<file path="src/design/fhpt_pkg.sv">
package fhpt_pkg;

    localparam int PID_W  = 31;
    localparam int CALL_W = 32;
    localparam int SEEN_W = 7;

    // Item kinds.
    localparam logic KIND_CHECK  = 1'b0;
    localparam logic KIND_FORGET = 1'b1;

    // Tracked call numbers, one seen bit each.
    localparam logic [CALL_W-1:0] CALL_0 = 32'd1031;
    localparam logic [CALL_W-1:0] CALL_1 = 32'd1032;
    localparam logic [CALL_W-1:0] CALL_2 = 32'd1033;
    localparam logic [CALL_W-1:0] CALL_3 = 32'd1034;
    localparam logic [CALL_W-1:0] CALL_4 = 32'd1038;
    localparam logic [CALL_W-1:0] CALL_5 = 32'd1039;
    localparam logic [CALL_W-1:0] CALL_6 = 32'd1040;

    // Request held while the cells look it up.
    typedef struct packed {
        logic              kind;
        logic [PID_W-1:0]  pid;
        logic [SEEN_W-1:0] mask;
    } req_t;

    // Running flags handed from one cell to the next.
    typedef struct packed {
        logic hit;
        logic bit_seen;
        logic empty;
    } chain_t;

    // One-hot seen mask of a call number, zero when it is not tracked.
    function automatic logic [SEEN_W-1:0] call_mask(input logic [CALL_W-1:0] num);
        logic [SEEN_W-1:0] m;
        m = '0;
        unique case (num)
            CALL_0:  m = 7'b0000001;
            CALL_1:  m = 7'b0000010;
            CALL_2:  m = 7'b0000100;
            CALL_3:  m = 7'b0001000;
            CALL_4:  m = 7'b0010000;
            CALL_5:  m = 7'b0100000;
            CALL_6:  m = 7'b1000000;
            default: m = '0;
        endcase
        return m;
    endfunction

endpackage

</file>
<file path="src/design/first_hit_per_process_tracker.sv">
// Channel  | Handshake           | Payload
// ---------+---------------------+-----------------------------------
// input    | in_valid / in_stall | kind, process_id, call_number
// output   | out_valid/out_stall | audit, tracked
//
// For each item the request is registered first; then, in the lookup state,
// every cell compares its process id and the first-empty and hit flags
// ripple down the row of cells, after which the slots update and the result
// is registered. Reset clears every slot and the victim pointer at once.
// A new item is taken once the previous result has left or leaves in the
// same cycle; a stalled output holds its result and blocks further input.
module first_hit_per_process_tracker
    import fhpt_pkg::*;
#(
    parameter int SLOTS = 16
)
(
    input  logic              clk,
    input  logic              rst_n,
    input  logic              in_valid,
    output logic              in_stall,
    input  logic              kind,
    input  logic [PID_W-1:0]  process_id,
    input  logic [CALL_W-1:0] call_number,
    output logic              out_valid,
    input  logic              out_stall,
    output logic              audit,
    output logic              tracked
);

    localparam int IDX_W = (SLOTS > 1) ? $clog2(SLOTS) : 1;
    localparam logic [IDX_W-1:0] LAST_IDX = IDX_W'(SLOTS - 1);

    localparam logic ST_IDLE = 1'b0;
    localparam logic ST_LOOK = 1'b1;

    logic             state_reg;
    logic             state_next;
    req_t             req_reg;
    logic [IDX_W-1:0] victim_reg;
    logic [IDX_W-1:0] victim_next;
    logic             out_valid_reg;
    logic             audit_reg;
    logic             tracked_reg;
    logic             in_xfer;
    logic             look;
    logic             hit_any;
    logic             any_empty;
    logic             is_check;
    chain_t           links [SLOTS+1];

    assign in_stall = (state_reg != ST_IDLE) || (out_valid_reg && out_stall);
    assign in_xfer  = in_valid && !in_stall;
    assign look     = (state_reg == ST_LOOK);

    // Row of slot cells.
    assign links[0] = '0;

    for (genvar i = 0; i < SLOTS; i++)
    begin : g_cell
        fhpt_cell #(
            .IDX_W (IDX_W),
            .INDEX (i)
        ) u_cell (
            .clk       (clk),
            .rst_n     (rst_n),
            .look      (look),
            .req       (req_reg),
            .victim    (victim_reg),
            .hit_any   (hit_any),
            .any_empty (any_empty),
            .chain_in  (links[i]),
            .chain_out (links[i+1])
        );
    end

    assign hit_any   = links[SLOTS].hit;
    assign any_empty = links[SLOTS].empty;
    assign is_check  = (req_reg.kind == KIND_CHECK) && (req_reg.mask != '0);

    // Sequencer and victim pointer.
    always_comb
    begin
        state_next  = state_reg;
        victim_next = victim_reg;
        unique case (state_reg)
            ST_IDLE:
            begin
                if (in_xfer)
                begin
                    state_next = ST_LOOK;
                end
            end
            ST_LOOK:
            begin
                state_next = ST_IDLE;
                if (is_check && !hit_any && !any_empty)
                begin
                    victim_next = (victim_reg == LAST_IDX) ? '0 : victim_reg + 1'b1;
                end
            end
            default:
            begin
                state_next = ST_IDLE;
            end
        endcase
    end

    always_ff @(posedge clk or negedge rst_n)
    begin
        if (!rst_n)
        begin
            state_reg     <= ST_IDLE;
            victim_reg    <= '0;
            out_valid_reg <= 1'b0;
        end
        else
        begin
            state_reg  <= state_next;
            victim_reg <= victim_next;
            if (look)
            begin
                out_valid_reg <= 1'b1;
            end
            else if (out_valid_reg && !out_stall)
            begin
                out_valid_reg <= 1'b0;
            end
        end
    end

    // Request capture on an input transfer.
    always_ff @(posedge clk)
    begin
        if (in_xfer)
        begin
            req_reg.kind <= kind;
            req_reg.pid  <= process_id;
            req_reg.mask <= call_mask(call_number);
        end
    end

    // Result register.
    always_ff @(posedge clk)
    begin
        if (look)
        begin
            if (req_reg.kind == KIND_FORGET)
            begin
                audit_reg   <= 1'b0;
                tracked_reg <= 1'b0;
            end
            else if (req_reg.mask == '0)
            begin
                audit_reg   <= 1'b1;
                tracked_reg <= 1'b0;
            end
            else
            begin
                audit_reg   <= hit_any ? !links[SLOTS].bit_seen : 1'b1;
                tracked_reg <= 1'b1;
            end
        end
    end

    assign out_valid = out_valid_reg;
    assign audit     = audit_reg;
    assign tracked   = tracked_reg;

endmodule

</file>
<file path="src/design/fhpt_cell.sv">
module fhpt_cell
    import fhpt_pkg::*;
#(
    parameter int IDX_W = 4,
    parameter int INDEX = 0
)
(
    input  logic             clk,
    input  logic             rst_n,
    input  logic             look,
    input  req_t             req,
    input  logic [IDX_W-1:0] victim,
    input  logic             hit_any,
    input  logic             any_empty,
    input  chain_t           chain_in,
    output chain_t           chain_out
);

    localparam logic [IDX_W-1:0] MY_IDX = IDX_W'(INDEX);

    logic              valid_reg;
    logic              valid_next;
    logic [PID_W-1:0]  pid_reg;
    logic [SEEN_W-1:0] seen_reg;
    logic [SEEN_W-1:0] seen_next;
    logic              match;
    logic              take;
    logic              is_check;

    // Compare against the request and extend the running flags.
    assign match    = valid_reg && (pid_reg == req.pid);
    assign is_check = (req.kind == KIND_CHECK) && (req.mask != '0);

    assign chain_out.hit      = chain_in.hit | match;
    assign chain_out.bit_seen = chain_in.bit_seen | (match && ((seen_reg & req.mask) != '0));
    assign chain_out.empty    = chain_in.empty | !valid_reg;

    // This slot is installed on a miss if it is the first empty one or, when no slot is empty, the victim.
    assign take = is_check && !hit_any &&
                  ((!valid_reg && !chain_in.empty) || (!any_empty && (victim == MY_IDX)));

    // Next state of the slot flags.
    always_comb
    begin
        valid_next = valid_reg;
        seen_next  = seen_reg;
        if (look)
        begin
            if ((req.kind == KIND_FORGET) && match)
            begin
                valid_next = 1'b0;
                seen_next  = '0;
            end
            else if (is_check && match)
            begin
                seen_next = seen_reg | req.mask;
            end
            else if (take)
            begin
                valid_next = 1'b1;
                seen_next  = req.mask;
            end
        end
    end

    always_ff @(posedge clk or negedge rst_n)
    begin
        if (!rst_n)
        begin
            valid_reg <= 1'b0;
            seen_reg  <= '0;
        end
        else
        begin
            valid_reg <= valid_next;
            seen_reg  <= seen_next;
        end
    end

    // The process id is only compared while the slot is valid.
    always_ff @(posedge clk)
    begin
        if (look && take)
        begin
            pid_reg <= req.pid;
        end
    end

endmodule

</file>
<file path="config.mk">
export PLATFORM = sky130hd
export DESIGN_NAME = first_hit_per_process_tracker
export DESIGN_NICKNAME = d
export VERILOG_FILES = /design/src/design/fhpt_pkg.sv /design/src/design/first_hit_per_process_tracker.sv /design/src/design/fhpt_cell.sv
export SDC_FILE = /design/constraint.sdc
export NUM_CORES = 1
export LEC_CHECK = 0
export CAP_MARGIN = 30
export CELL_PAD_IN_SITES_DETAIL_PLACEMENT = 0
export CELL_PAD_IN_SITES_GLOBAL_PLACEMENT = 2
export CORE_UTILIZATION = 35
export CTS_BUF_LIST = sky130_fd_sc_hd__clkbuf_4
export DETAILED_ROUTE_END_ITERATION = 8
export DONT_BUFFER_PORTS = 1
export GPL_TIMING_DRIVEN = 0
export PLACE_DENSITY_LB_ADDON = 0.1
export SLEW_MARGIN = 15
export SYNTH_ARGS = -nofsm -noshare
export SYNTH_HDL_FRONTEND = slang
export SYNTH_SLANG_ARGS = --single-unit
export TNS_END_PERCENT = 100
</file>
<file path="constraint.sdc">
create_clock -name clk -period 4.7 [get_ports clk]
set_clock_uncertainty 0.2 [all_clocks]
set_input_delay 0.705 -clock clk [delete_from_list [all_inputs] [get_ports clk]]
set_output_delay 0.705 -clock clk [all_outputs]
set_load 0.1 [all_outputs]
</file>
==> results_dict.tcl <==
set metrics [dict create \
    die_x_um 294 \
    max_freq_ghz 0.217 \
    num_vias 20701 \
    drt-pass1-iter-count 8 \
    finalSetupViolCount 0 \
    power.density_nw_per_um2 392 \
    fillCellCount 7802 \
    top_layer_used "met4" \
    clk_path_buf_depth 3 \
    seqCellArea_um2 19500 \
    drt_iter0_drc 1999 \
    ir_drop_uv 251 \
    remaining_drc_errors 0 \
    die_area_um2 86700 \
    path_clk_slew_ps 70 \
    r2r_cells 17 \
    p_leak_uw 0.0122 \
    gr-total-overflow 0 \
    drv_cap 0 \
    ys_seq_area_frac 0.651 \
    slew_viol_final 0 \
    synth_edf_count 537 \
    cp.required_ps 5280 \
    synthCells 2113 \
    largest_reg_flops 496 \
    final.min_clock_period_ps 4600 \
    area_growth_pct 21.0 \
    rows 106 \
    postRouteAntennaNets 0 \
    synth_area_um2 29900 \
    cts.sinks 671 \
    grt_util_all_layers 0.272 \
    worstMarginPinSlew_ps 959 \
    cp-end-kind "flop" \
    cts_tree "yes" \
    dieHeight_um 294 \
    grt_pass1_vias 20705 \
    maxSlewHeadroom 0.361 \
    hold_viol 0 \
    fin_setup_tns_ps 0 \
    ys_ff_latch 671 \
    regToRegSetupSlack_ps 100 \
    portBuffers 0 \
    crit_arrival_ps 5180 \
    multi_input_area_um2 9800 \
    syn_avg_cell_area_um2 14.2 \
    antenna_found_initial 8 \
    rsz0062_at_grt "no" \
    dp_slack_ps -1010 \
    timing.rr.start "req_reg[8]" \
    synth.yosys.warnings 0 \
    post_drt_wl_per_cell_um 30.9 \
    cp_max_fo 17 \
    wl_met2_um 56500 \
    grt_max_degree 135 \
    clk_latency_ps 1120 \
    core-area_um2 84100 \
    synth_fp_nets 2185 \
    cts_buffers 187 \
    synthDistinctLibCells 73 \
    ios 72 \
    grt_pass1_wl_um 161000 \
    wl_met1_um 49400 \
    synthArstFlopShare 0.200 \
    hp-class "in2async" \
    post-dp-hpwl_um 78100 \
    start_util 0.356 \
    layout_setup_ws_ps 96.3 \
    drive_gt1_frac 0.201 \
    htreeDepth 4 \
    wl_met3_um 7270 \
    nets 2553 \
    fin_crit_sh 0.980 \
    status "finished clean" \
    clk_root_buffer_cell "clkbuf_4" \
    vias_per_cell 5.49 \
    path_class "reg2reg" \
    drt-total-wl_um 116000 \
    gp_congestion 0.845 \
    r2r-end "g_cell[8].u_cell.pid_reg[13]" \
    worstSetupStartpointType "flop" \
    ys.flop_type "edfxtp_1" \
]
## cells by family after synthesis
family                   Yosys count  synth area share
AO/OA/AOI/OAI                    289            0.0770
buffers and inverters            128            0.0257
AND/OR/NAND/NOR                  526             0.100
multiplexers                       2          0.000752
XOR/XNOR                         493             0.144
flip-flops                       671             0.651
adder cells (fa/ha/maj)            4           0.00167
## placed cells by master, fill, tap and decap left out, types with 36 or more instances in the layout
cell           instances
xnor2_1              361
a32o_1                38
dlygate4sd3_1         83
edfxtp_1             537
nor2_1                45
nand4_1              170
dfrtp_1              134
nand2_1               89
buf_4                 80
o21ai_0               41
xor2_1               132
nor4_1                86
clkbuf_4             288
clkinv_1              36
## worst max-delay path by stage
stage	from	endpoint	slack, ps	depth (start not counted)
after floorplan	req_reg[25]	g_cell[11].u_cell.pid_reg[0]	200	13
after CTS	req_reg[8]	g_cell[8].u_cell.pid_reg[13]	30	17
after global placement	req_reg[22]	g_cell[11].u_cell.pid_reg[6]	-3070	13
after detailed placement	req_reg[24]	g_cell[8].u_cell.pid_reg[12]	-1010	14
after global routing	req_reg[11]	g_cell[8].u_cell.pid_reg[13]	20	15
final	req_reg[8]	g_cell[8].u_cell.pid_reg[13]	100	17
## cell usage after synthesis, types with 11 or more instances
cell	n	share of area
nor2_1	49	0.0061
nor3_1	14	0.0023
and2_1	12	0.0025
clkbuf_1	30	0.0038
o21a_1	27	0.0068
a22o_1	16	0.0047
dfrtp_1	134	0.11
buf_4	46	0.012
and3_1	11	0.0023
nor4_1	92	0.019
xor2_1	132	0.039
a222oi_1	16	0.0053
a22oi_1	32	0.0080
nand4_1	170	0.036
o21ai_0	41	0.0069
inv_1	23	0.0029
nand2b_1	11	0.0023
xnor2_1	361	0.11
nand2_1	90	0.011
a32o_1	38	0.013
a21oi_1	16	0.0027
a31oi_1	26	0.0054
o2bb2ai_1	15	0.0044
buf_6	14	0.0053
nand3_1	33	0.0055
edfxtp_1	537	0.54
## report_power, final
| group | internal, uW | switching (uW) | total (uW) |
|---|---|---|---|
| sequential | 6700 | 208 | 6910 |
| combinational | 622 | 1150 | 1770 |
| clock | 2890 | 2620 | 5520 |
## through the flow
| step | power (uW) | cells | util | area, um2 | hold WS, ps |
|---|---|---|---|---|---|
| floorplan | 7880 | 2113 | - | 29900 | 209 |
| global route | 14700 | 3767 | 0.431 | 36200 | 100 |
| detailed placement | 8680 | 3303 | 0.386 | 32500 | 217 |
| finish | 14200 | 3768 | 0.431 | 36200 | 121 |
| global placement | 8560 | 3247 | 0.373 | 31400 | 216 |
| CTS | 14300 | 3764 | 0.431 | 36200 | 25.5 |
## critical path, stage by stage (launching register included)
cell	delay, ps
edfxtp_1	370
buf_8	190
buf_16	180
buf_2	390
buf_6	320
xnor2_1	140
nand4_1	90
nor4_1	80
nand2_1	190
o2111ai_2	220
or4_4	530
nor2_8	240
buf_6	230
buf_6	190
nand2_1	200
a21oi_4	200
buf_12	140
buf_16	150
## routing by layer
layer | track usage | vias to the layer above
met1 | 0.360 | 10698
met2 | 0.451 | 851
met4 | 0.0917 | 0
met3 | 0.0468 | 171
met5 | 0 | -
li1 | - | 8981
## repair_timing
item,CTS,global route
endpoints found under the setup margin,630,135
buffers inserted,40,1
resized for setup,12,3
pin swaps,3,1
hold endpoints to repair,214,0
cloned,0,0
hold buffers,84,0
## cell type report
cell class | count | share of cell area
Tap cell | 1134 | 0.0392
Sequential cell | 671 | 0.538
Antenna cell | 4 | 0.000276
Timing Repair Buffer | 181 | 0.0634
Clock inverter | 50 | 0.00780
Clock buffer | 288 | 0.0597
Inverter | 24 | 0.00287
Multi-Input combinational cell | 1314 | 0.271
Buffer | 102 | 0.0188
Power figures use the tool's default switching activity.
